==> src/eia_pkg.sv <==
// ----------------------------------------------------------------------------
// eia_pkg
// Shared types and constants of the extended integer ALU: operand tags,
// operation codes, back-end unit selection and the queue control word.
// ----------------------------------------------------------------------------
package eia_pkg;

	localparam int VALUE_WIDTH_DEF = 32;
	localparam int QUEUE_DEPTH_DEF = 4;
	localparam int KIND_W          = 2;
	localparam int OP_W            = 2;

	typedef enum logic [KIND_W-1:0] {
		KIND_FIN   = 2'd0,
		KIND_PINF  = 2'd1,
		KIND_NINF  = 2'd2,
		KIND_UNDEF = 2'd3
	} kind_t;

	typedef enum logic [OP_W-1:0] {
		OP_ADD = 2'd0,
		OP_SUB = 2'd1,
		OP_MUL = 2'd2,
		OP_DIV = 2'd3
	} op_t;

	// which back-end unit produces the finite value; SEL_ZERO gives value 0
	typedef enum logic [1:0] {
		SEL_ZERO = 2'd0,
		SEL_ADD  = 2'd1,
		SEL_MUL  = 2'd2,
		SEL_DIV  = 2'd3
	} sel_t;

	typedef struct packed {
		kind_t kind;
		sel_t  sel;
		logic  neg;
	} ctl_t;

	localparam int CTL_W = $bits(ctl_t);

endpackage

==> src/eia_queue.sv <==
// ----------------------------------------------------------------------------
// eia_queue
// Short register FIFO between the classifier and the execution pipeline.
// ----------------------------------------------------------------------------
module eia_queue #(
	parameter int WIDTH = 8,
	parameter int DEPTH = eia_pkg::QUEUE_DEPTH_DEF
) (
	input  logic             clk,
	input  logic             arst_n,
	input  logic             push,
	input  logic [WIDTH-1:0] wr_data,
	output logic             full,
	input  logic             pop,
	output logic             not_empty,
	output logic [WIDTH-1:0] rd_data
);
	import eia_pkg::*;

	localparam int AW = (DEPTH > 1) ? $clog2(DEPTH) : 1;
	localparam int CW = $clog2(DEPTH + 1);

	logic [WIDTH-1:0] mem_q [DEPTH];
	logic [AW-1:0]    wr_ptr_q, rd_ptr_q;
	logic [CW-1:0]    count_q;

	assign full      = (count_q == CW'(DEPTH));
	assign not_empty = (count_q != '0);
	assign rd_data   = mem_q[rd_ptr_q];

	always_ff @(posedge clk or negedge arst_n) begin
		if (!arst_n) begin
			wr_ptr_q <= '0;
			rd_ptr_q <= '0;
			count_q  <= '0;
		end else begin
			if (push) begin
				wr_ptr_q <= (wr_ptr_q == AW'(DEPTH - 1)) ? '0 : wr_ptr_q + 1'b1;
			end
			if (pop) begin
				rd_ptr_q <= (rd_ptr_q == AW'(DEPTH - 1)) ? '0 : rd_ptr_q + 1'b1;
			end
			if (push && !pop) begin
				count_q <= count_q + 1'b1;
			end else if (pop && !push) begin
				count_q <= count_q - 1'b1;
			end
		end
	end

	always_ff @(posedge clk) begin
		if (push) begin
			mem_q[wr_ptr_q] <= wr_data;
		end
	end

	a_count_bound: assert property (@(posedge clk) disable iff (!arst_n)
		count_q <= CW'(DEPTH)) else $error("queue count above depth");
	a_pop_nonempty: assert property (@(posedge clk) disable iff (!arst_n)
		pop |-> count_q != '0) else $error("queue popped while empty");
	a_push_pop_hold: assert property (@(posedge clk) disable iff (!arst_n)
		push && pop |=> $stable(count_q)) else $error("queue count moved on push and pop");

endmodule

==> config.mk <==
export PLATFORM = sky130hd
export DESIGN_NAME = eia_queue
export DESIGN_NICKNAME = d
export VERILOG_FILES = /design/src/eia_pkg.sv /design/src/eia_queue.sv
export SDC_FILE = /design/constraint.sdc
export NUM_CORES = 1
export LEC_CHECK = 0
export BUFFER_PORTS_ARGS = -buffer_cell sky130_fd_sc_hd__buf_2
export CAP_MARGIN = 0
export CORE_ASPECT_RATIO = 1.1
export CORE_MARGIN = 5
export CORE_UTILIZATION = 40
export CTS_BUF_LIST = sky130_fd_sc_hd__clkbuf_8
export DETAILED_ROUTE_END_ITERATION = 12
export GPL_TIMING_DRIVEN = 0
export PLACE_DENSITY = 0.57
export SLEW_MARGIN = 10
export SYNTH_ARGS = -nofsm -noshare
export SYNTH_HDL_FRONTEND = slang
export SYNTH_SLANG_ARGS = --single-unit
==> constraint.sdc <==
create_clock -name clk -period 1.2 [get_ports clk]
set_input_delay 0 -clock clk [delete_from_list [all_inputs] [get_ports clk]]
set_output_delay 0 -clock clk [all_outputs]
set_load 0.03 [all_outputs]
==> impl_metrics.json <==
{
  "antenna_found_initial": 0,
  "cpPeakStageDelay_ns": 0.52,
  "firstDrtPassIters": 4,
  "synth.area.top_cells": "edfxtp_1 61%, mux4_2 11%, dfrtp_1 11%",
  "relSlewSlack": 0.850,
  "synth_nets": 98,
  "synth_commonest_cells": "32 x edfxtp_1, 8 x mux4_2, 7 x dfrtp_1",
  "initial_core_util": 0.423,
  "wl_per_cell_um": 15.1,
  "core_mm2": 0.00371,
  "die_w_um": 69.7,
  "cts.clk_slew.worst_paths_ns": 0.07,
  "synth-async-reset-ratio": 0.179,
  "cts_inserted_buffers": 5,
  "drcViolationCount": 0,
  "worst_slack_ns": -0.322,
  "power_leakage_nw": 0.812,
  "yosysUniqueCellTypes": 19,
  "synth_area_mm2": 0.00157,
  "gp_congestion": 0.718,
  "ys_seq_elements": 39,
  "cap_violations": 0,
  "worst-path-max-fanout": 5,
  "cp-end-kind": "output pin",
  "fmax_ghz": 0.657,
  "p_per_area_mw_per_mm2": 2410,
  "crit_path_cell_trace": "buf_8 -> mux4_2 -> buf_6",
  "ys_seq_area_frac": 0.724,
  "grt_usage": 0.111,
  "cts.path.max_buffers": 2,
  "vdd_drop_max_uv": 1350,
  "path_buf_inv": 2,
  "violations": "negative setup slack",
  "yosys.area.top_type": "edfxtp_1",
  "numPortBuffers": 21,
  "drive_above_1_share": 0.508,
  "synth_most_common_cell": "edfxtp_1",
  "hold_viol": 0,
  "antenna_cells": 0,
  "fin_crit_ns": 1.52,
  "critPathTopFamily": "multiplexers",
  "clk_latency_ns": 0.28,
  "h-tree-depth": 2,
  "place_hpwl_um": 1680,
  "setup_violations": 11,
  "viasPerCell": 4.76,
  "tightest_slew_ns": 0.225,
  "wl_um": 2670,
  "die_h_um": 75.7,
  "rsz0062_at_grt": "yes",
  "grt_pass1_vias": 915,
  "tns_ns": -2.67,
  "vias": 838,
  "pin_count": 22,
  "syn_avg_cell_area_um2": 19.9,
  "syn2layout_area_growth_pct": 36.4,
  "clockRootBuffer": "clkbuf_8",
  "hold_class": "in2reg",
  "power_mw": 5.17,
  "synth_edf_count": 32,
  "clock_skew_ns": 0.00243,
  "grt_pass1_wl_um": 4370,
  "grt_max_degree": 13,
  "die_area_mm2": 0.00528,
  "drt_iter0_markers": 19,
  "drv_slew": 0,
  "ys_warn_count": 0,
  "fill_cells": 271,
  "path_class": "reg2out",
  "row_count": 23,
  "clock_sinks": 39,
  "crit_slowest_cell": "mux4_2",
  "cts_tree": "done",
  "postSynthCellCount": 79,
  "yosysTopAreaCellShare": 0.612,
  "timing.final.crit_share": 1.27,
  "cp.required_ns": 1.20,
  "overflow": 0,
  "nNetsFinal": 144,
  "status": "complete, but fails checks",
  "synth_ff_type": "edfxtp_1",
  "critPathArrivalTime_ns": 1.52,
  "antenna_left": 0,
  "start_kind": "register"
}
## power by group
part	internal, mW	switching [mW]	total, mW
combinational	1.13	1.04	2.17
sequential	1.79	0.178	1.97
clock	0.608	0.418	1.03
total	3.53	1.64	5.17
## placed cells by master (no fill, tap or decap), drive strengths merged, types with 2 or more instances in the layout
master	count
edfxtp	32
buf	30
dlygate4sd3	10
mux4	8
dfrtp	7
clkbuf	6
ha	6
and2	4
inv	4
mux2	2
nor2	2
nand2	2
o21ai	2
xor2	2
clkinv	2
## kinds of logic (layout without fill, tap and decap cells)
logic type | count (synthesis) | count (layout) | share of synthesized area
muxes | 10 | 10 | 0.129
AOI/OAI and AO/OA | 3 | 3 | 0.0120
buffers and inverters | 6 | 53 | 0.0199
and+or+nand+nor | 11 | 11 | 0.0375
DFF | 39 | 39 | 0.724
adders and majority gates | 7 | 7 | 0.0606
xor gates and xnor gates | 3 | 3 | 0.0167
## final cells by class
type | count | area, um^2 | share of cell area
Tap cell | 50 | 62.6 | 0.0292
Inverter | 4 | 15.0 | 0.00701
Clock buffer | 5 | 68.8 | 0.0321
Sequential cell | 39 | 1140 | 0.533
Multi-Input combinational cell | 34 | 449 | 0.210
Timing Repair Buffer | 39 | 345 | 0.161
Clock inverter | 3 | 38.8 | 0.0181
Buffer | 2 | 20.0 | 0.00935
## registers in the layout, summed over array words and instances, names as in the netlist
signal,cells
mem_q,32
wr_ptr_q,2
count_q,3
rd_ptr_q,2
## metal layers
metal	GRT usage	vias to the layer above	wire [um]
met5	0	-	0
met3	0.0396	2	102
li1	-	391	-
met1	0.130	429	1060
met4	0.0362	0	15
met2	0.195	16	1490
## what timing repair did
item	4_1_cts	5_1_grt
setup buffers	3	4
pin swaps	2	3
cloned	1	0
setup endpoints to repair	43	31
hold buffers	10	0
gates resized for setup	30	11
endpoints found under the hold margin	40	0
## per-stage QoR
step / setup WS (ns) / hold slack [ns] / std cells / cell area (um^2) / utilization
3_3_place_gp: -0.171 / -0.159 / 150 / 1740 / 0.469
5_1_grt: -0.362 / 0.0415 / 176 / 2140 / 0.577
3_5_place_dp: -0.186 / -0.157 / 150 / 1740 / 0.469
4_1_cts: -0.357 / 0.0289 / 172 / 2080 / 0.560
2_1_floorplan: -0.0128 / -0.296 / 79 / 1570 / -
6_report: -0.322 / 0.0341 / 176 / 2140 / 0.577
## path summary, 6_finish.rpt
path	start	end	slack [ns]	depth (start not counted)
hold / removal	push	wr_ptr_q[0]	0.03	2
setup / recovery	rd_ptr_q[0]	rd_data[5]	-0.32	3
hold reg to reg	count_q[2]	count_q[2]	0.49	1
max in group asynchronous	arst_n	wr_ptr_q[0]	0.95	2
min in group asynchronous	arst_n	rd_ptr_q[1]	0.08	2
setup reg to reg	count_q[1]	count_q[2]	-0.07	4
## worst reg2reg max path, delay by kind of cell (launching register included)
family / cells / cell delay (ns)
flip-flops: 1 / 0.44
AND/OR/NAND/NOR: 1 / 0.07
adder cells (fa/ha/maj): 1 / 0.36
XOR/XNOR: 2 / 0.30
Power figures use the tool's default switching activity.
