===== config.mk =====
export PLATFORM = sky130hd
export DESIGN_NAME = eia_front
export DESIGN_NICKNAME = d
export VERILOG_FILES = /design/src/eia_pkg.sv /design/src/eia_front.sv
export SDC_FILE = /design/constraint.sdc
export NUM_CORES = 1
export LEC_CHECK = 0
export ABC_CLOCK_PERIOD_IN_PS = 6200
export BUFFER_PORTS_ARGS = -buffer_cell sky130_fd_sc_hd__buf_4
export CORE_MARGIN = 1
export CORE_UTILIZATION = 45
export DETAILED_ROUTE_END_ITERATION = 7
export PLACE_DENSITY = 0.91
export SLEW_MARGIN = 25
export SYNTH_ARGS = -nofsm -noshare
export SYNTH_HDL_FRONTEND = slang
export SYNTH_SLANG_ARGS = --single-unit
export TNS_END_PERCENT = 20

===== constraint.sdc =====
create_clock -name vclk -period 6.2
set_clock_uncertainty 0.05 [all_clocks]
set_input_delay 0.93 -clock vclk [all_inputs]
set_output_delay 0.93 -clock vclk [all_outputs]
set_load 0.01 [all_outputs]

===== src/eia_pkg.sv =====
// ----------------------------------------------------------------------------
// eia_pkg
// Shared types and constants of the extended integer ALU: operand tags,
// operation codes, back-end unit selection and the queue control word.
// ----------------------------------------------------------------------------
package eia_pkg;

	localparam int VALUE_WIDTH_DEF = 32;
	localparam int QUEUE_DEPTH_DEF = 4;
	localparam int KIND_W          = 2;
	localparam int OP_W            = 2;

	typedef enum logic [KIND_W-1:0] {
		KIND_FIN   = 2'd0,
		KIND_PINF  = 2'd1,
		KIND_NINF  = 2'd2,
		KIND_UNDEF = 2'd3
	} kind_t;

	typedef enum logic [OP_W-1:0] {
		OP_ADD = 2'd0,
		OP_SUB = 2'd1,
		OP_MUL = 2'd2,
		OP_DIV = 2'd3
	} op_t;

	// which back-end unit produces the finite value; SEL_ZERO gives value 0
	typedef enum logic [1:0] {
		SEL_ZERO = 2'd0,
		SEL_ADD  = 2'd1,
		SEL_MUL  = 2'd2,
		SEL_DIV  = 2'd3
	} sel_t;

	typedef struct packed {
		kind_t kind;
		sel_t  sel;
		logic  neg;
	} ctl_t;

	localparam int CTL_W = $bits(ctl_t);

endpackage


===== src/eia_front.sv =====
// ----------------------------------------------------------------------------
// eia_front
// Classify one operation: resolve the tag of the result, choose the back-end
// unit and prepare its operands (negated subtrahend, divide magnitudes).
// ----------------------------------------------------------------------------
module eia_front #(
	parameter int VALUE_WIDTH = eia_pkg::VALUE_WIDTH_DEF
) (
	input  eia_pkg::op_t             op,
	input  eia_pkg::kind_t           a_kind,
	input  logic [VALUE_WIDTH-1:0]   a_value,
	input  eia_pkg::kind_t           b_kind,
	input  logic [VALUE_WIDTH-1:0]   b_value,
	output eia_pkg::ctl_t            ctl,
	output logic [VALUE_WIDTH-1:0]   x,
	output logic [VALUE_WIDTH-1:0]   y
);
	import eia_pkg::*;

	logic  na, nb, za, zb, a_fin, b_fin, sa, sb;
	kind_t bk;

	function automatic kind_t flip_inf(input kind_t k);
		return (k == KIND_PINF) ? KIND_NINF : KIND_PINF;
	endfunction

	always_comb begin
		na    = a_value[VALUE_WIDTH-1];
		nb    = b_value[VALUE_WIDTH-1];
		za    = (a_value == '0);
		zb    = (b_value == '0);
		a_fin = (a_kind == KIND_FIN);
		b_fin = (b_kind == KIND_FIN);
		sa    = a_fin ? na : (a_kind == KIND_NINF);
		sb    = b_fin ? nb : (b_kind == KIND_NINF);
		// subtract: negate the right tag, undefined and finite stay as they are
		bk    = (op == OP_SUB && !b_fin && b_kind != KIND_UNDEF) ? flip_inf(b_kind) : b_kind;
		x     = a_value;
		y     = (op == OP_SUB) ? ('0 - b_value) : b_value;
		ctl   = '{kind: KIND_UNDEF, sel: SEL_ZERO, neg: 1'b0};
		unique case (op)
			OP_ADD, OP_SUB: begin
				priority if (a_kind == KIND_UNDEF || bk == KIND_UNDEF) begin
					ctl.kind = KIND_UNDEF;
				end else if (!a_fin && bk != KIND_FIN) begin
					ctl.kind = (a_kind == bk) ? a_kind : KIND_UNDEF;
				end else if (!a_fin) begin
					ctl.kind = a_kind;
				end else if (bk != KIND_FIN) begin
					ctl.kind = bk;
				end else begin
					ctl.kind = KIND_FIN;
					ctl.sel  = SEL_ADD;
				end
			end
			OP_MUL: begin
				priority if (a_kind == KIND_UNDEF || b_kind == KIND_UNDEF) begin
					ctl.kind = KIND_UNDEF;
				end else if (a_fin && b_fin) begin
					ctl.kind = KIND_FIN;
					ctl.sel  = SEL_MUL;
				end else if ((a_fin && za) || (b_fin && zb)) begin
					ctl.kind = KIND_UNDEF;
				end else begin
					ctl.kind = (sa != sb) ? KIND_NINF : KIND_PINF;
				end
			end
			OP_DIV: begin
				x       = na ? ('0 - a_value) : a_value;
				y       = nb ? ('0 - b_value) : b_value;
				ctl.neg = na ^ nb;
				priority if (a_kind == KIND_UNDEF || b_kind == KIND_UNDEF) begin
					ctl.kind = KIND_UNDEF;
				end else if (!a_fin) begin
					if (!b_fin) begin
						ctl.kind = KIND_UNDEF;
					end else begin
						ctl.kind = nb ? flip_inf(a_kind) : a_kind;
					end
				end else if (!b_fin) begin
					// finite over infinity: finite zero
					ctl.kind = KIND_FIN;
				end else if (zb) begin
					if (za) begin
						ctl.kind = KIND_UNDEF;
					end else begin
						ctl.kind = na ? KIND_NINF : KIND_PINF;
					end
				end else begin
					ctl.kind = KIND_FIN;
					ctl.sel  = SEL_DIV;
				end
			end
			default: begin
				ctl.kind = KIND_UNDEF;
			end
		endcase
	end

endmodule


==> impl_metrics.tcl <==
set metrics [dict create \
    run_status "finished clean" \
    hold_end "y[0]" \
    cts_resized 0 \
    critPathMaxFanout 5 \
    setup_viol 0 \
    antenna_found_initial 0 \
    routed-via-count 2543 \
    hold_buffers 0 \
    grt_usage_pct 28.8 \
    dp_cells 451 \
    crit_chain "buf_4, or3_1, nor4_1, nand4_1, nor4_1, ha_1, nor2_1, a21oi_1, a21oi_1, buf_4" \
    postSynthAreaPerCell_sq_um 6.27 \
    vdd_drop_max_mv 0.0471 \
    worst_pin_slew_ns 0.737 \
    grt_pass1_wl_um 9900 \
    worstHoldStart "b_value[0]" \
    final.period_utilization_pct 70.1 \
    final_common_cell "buf_4" \
    synthDistinctLibCells 41 \
    cp.arrival_ns 3.37 \
    startpoint_type "input pin" \
    start_util_pct 46.9 \
    dp_hpwl_um 5280 \
    max_cap_viol_count 0 \
    leakagePower_uw 0.00122 \
    regArea_sq_um 0 \
    power_frac_clock_pct 0 \
    top_level_ports 139 \
    nFlopsAndLatches 0 \
    grt-ovfl-total 0 \
    p_switching_uw 111 \
    floorplan.rows 22 \
    max_stage_delay_ns 0.57 \
    n_antenna_cell 0 \
    combPwrFrac_pct 100.0 \
    seqPwrFrac_pct 0 \
    yosysTopAreaCellShare_pct 20.9 \
    drive_gt1_share_pct 36.7 \
    slew_headroom_pct 50.4 \
    end_kind "primary output" \
    dieWidth_um 63.8 \
    cpMaxStageDelayCell "nor4_1" \
    nClkBuffers 0 \
    worst_ep_required_time_ns 5.22 \
    synth_area_leader_cell "xnor2_1" \
    hold_path_class "in -> out" \
    rsz0062_at_grt "no" \
    wirelength_um 6240 \
    period_needed_ns 4.35 \
    netlist_area_sq_mm 0.00172 \
    drv_slew 0 \
    swShare_pct 47.9 \
    syn_nets 347 \
    critPathKind "in -> out" \
    yosysWarnings 0 \
    crit_buf_inv 2 \
    synth_area_leaders "xnor2_1 (21%), xor2_1 (9.7%), nor2_1 (6.8%)" \
    die_area_sq_mm 0.00407 \
    internal-power_uw 121 \
    drtPass1Iterations 4 \
    port_buffers 139 \
    syn_to_final_growth_pct 62.1 \
    post-cts-setup-buffers 0 \
    power_per_cell_area_mw_per_mm2 83.3 \
    gp_congestion 0.921 \
    crit_start "b_value[13]" \
    drtIter0Drc 175 \
    min_path_cells 2 \
    nNetsFinal 478 \
    die_h_um 63.8 \
    syn_inst 274 \
    fp.coreArea_sq_mm 0.00366 \
    ant_nets 0 \
    ys_seq_area_share_pct 0 \
    cp_top_family "simple AND/OR/NAND/NOR gates" \
    final_hold_viol_count 0 \
    grt_pass1_vias 2238 \
    power_uw 232 \
    drc_errors 0 \
    grt_max_degree 24 \
    fmax_mhz 230 \
    layout_common_cells "buf_4 (141), xnor2_1 (41), nor2_1 (30)" \
    via_per_inst 5.64 \
    setup-tns-final_ns 0 \
    fin_cells 451 \
    wl_per_cell_um 13.8 \
]
-- power groups by stage --
stage	combinational [uW]	clock, uW	sequential, uW
2_1_floorplan	100	0	0
3_3_place_gp	226	0	0
3_5_place_dp	231	0	0
4_1_cts	231	0	0
5_1_grt	249	0	0
6_report	232	0	0
-- synthesized netlist by cell type, types with 2 or more instances --
cell and instances:
buf_4 2, o21ai_0 20, a21oi_1 19, a211oi_1 2, xnor2_1 41, nor3_1 9, o41ai_1 6, nand4_1 6
inv_1 9, and3_1 3, xor2_1 19, and2_1 2, nand2_1 21, ha_1 3, nor4_1 15, nand3_1 14
nor2b_1 2, nor4b_1 2, o31ai_1 8, a31oi_1 4, nand2b_1 5, clkbuf_1 9, or3_1 2, o21bai_1 2
nor2_1 31, o211ai_1 2, or4_1 2
-- logic make-up after synthesis --
group                    Yosys count  synth area share (%)
buffers and inverters             21                  5.10
multiplexers                       1                 0.655
AND/OR/NAND/NOR                  120                  36.4
AO/OA/AOI/OAI                     69                  25.1
XOR/XNOR                          60                  30.6
adder cells (fa/ha/maj)            3                  2.19
-- layout make-up --
class | instances | area (sq um)
well taps | 48 | 60.1
inverters | 9 | 33.8
multi-input cells | 253 | 1630
repair buffers | 141 | 1060
fillers | 307 | 876
-- per-layer routing --
layer	global-route usage [%]	vias up	share of wire [%]
met3	1.61	6	5.6
li1	-	1264	-
met1	38.6	1173	43
met4	5.40	0	0.96
met5	0	-	0
met2	50.7	100	51
-- worst max path at each step --
| stage | slack, ns | depth (start not counted) | end |
|---|---|---|---|
| after floorplan | 2.33 | 8 | y[31] |
| after global placement | 2.07 | 10 | y[31] |
| after detailed placement | 1.91 | 10 | y[31] |
| after CTS | 1.90 | 10 | y[31] |
| after global routing | 1.70 | 10 | y[31] |
| final | 1.85 | 10 | y[31] |
-- through the flow --
stage,hold WS (ns),utilization (%),area [sq um],setup WS (ns)
after floorplan,1.89,-,1720,2.33
after detailed placement,2.02,76.0,2780,1.91
final,2.02,76.1,2790,1.85
after CTS,2.02,76.0,2780,1.90
after global placement,2.01,76.0,2780,2.07
after global routing,2.03,76.1,2790,1.70
Power figures use the tool's default switching activity.
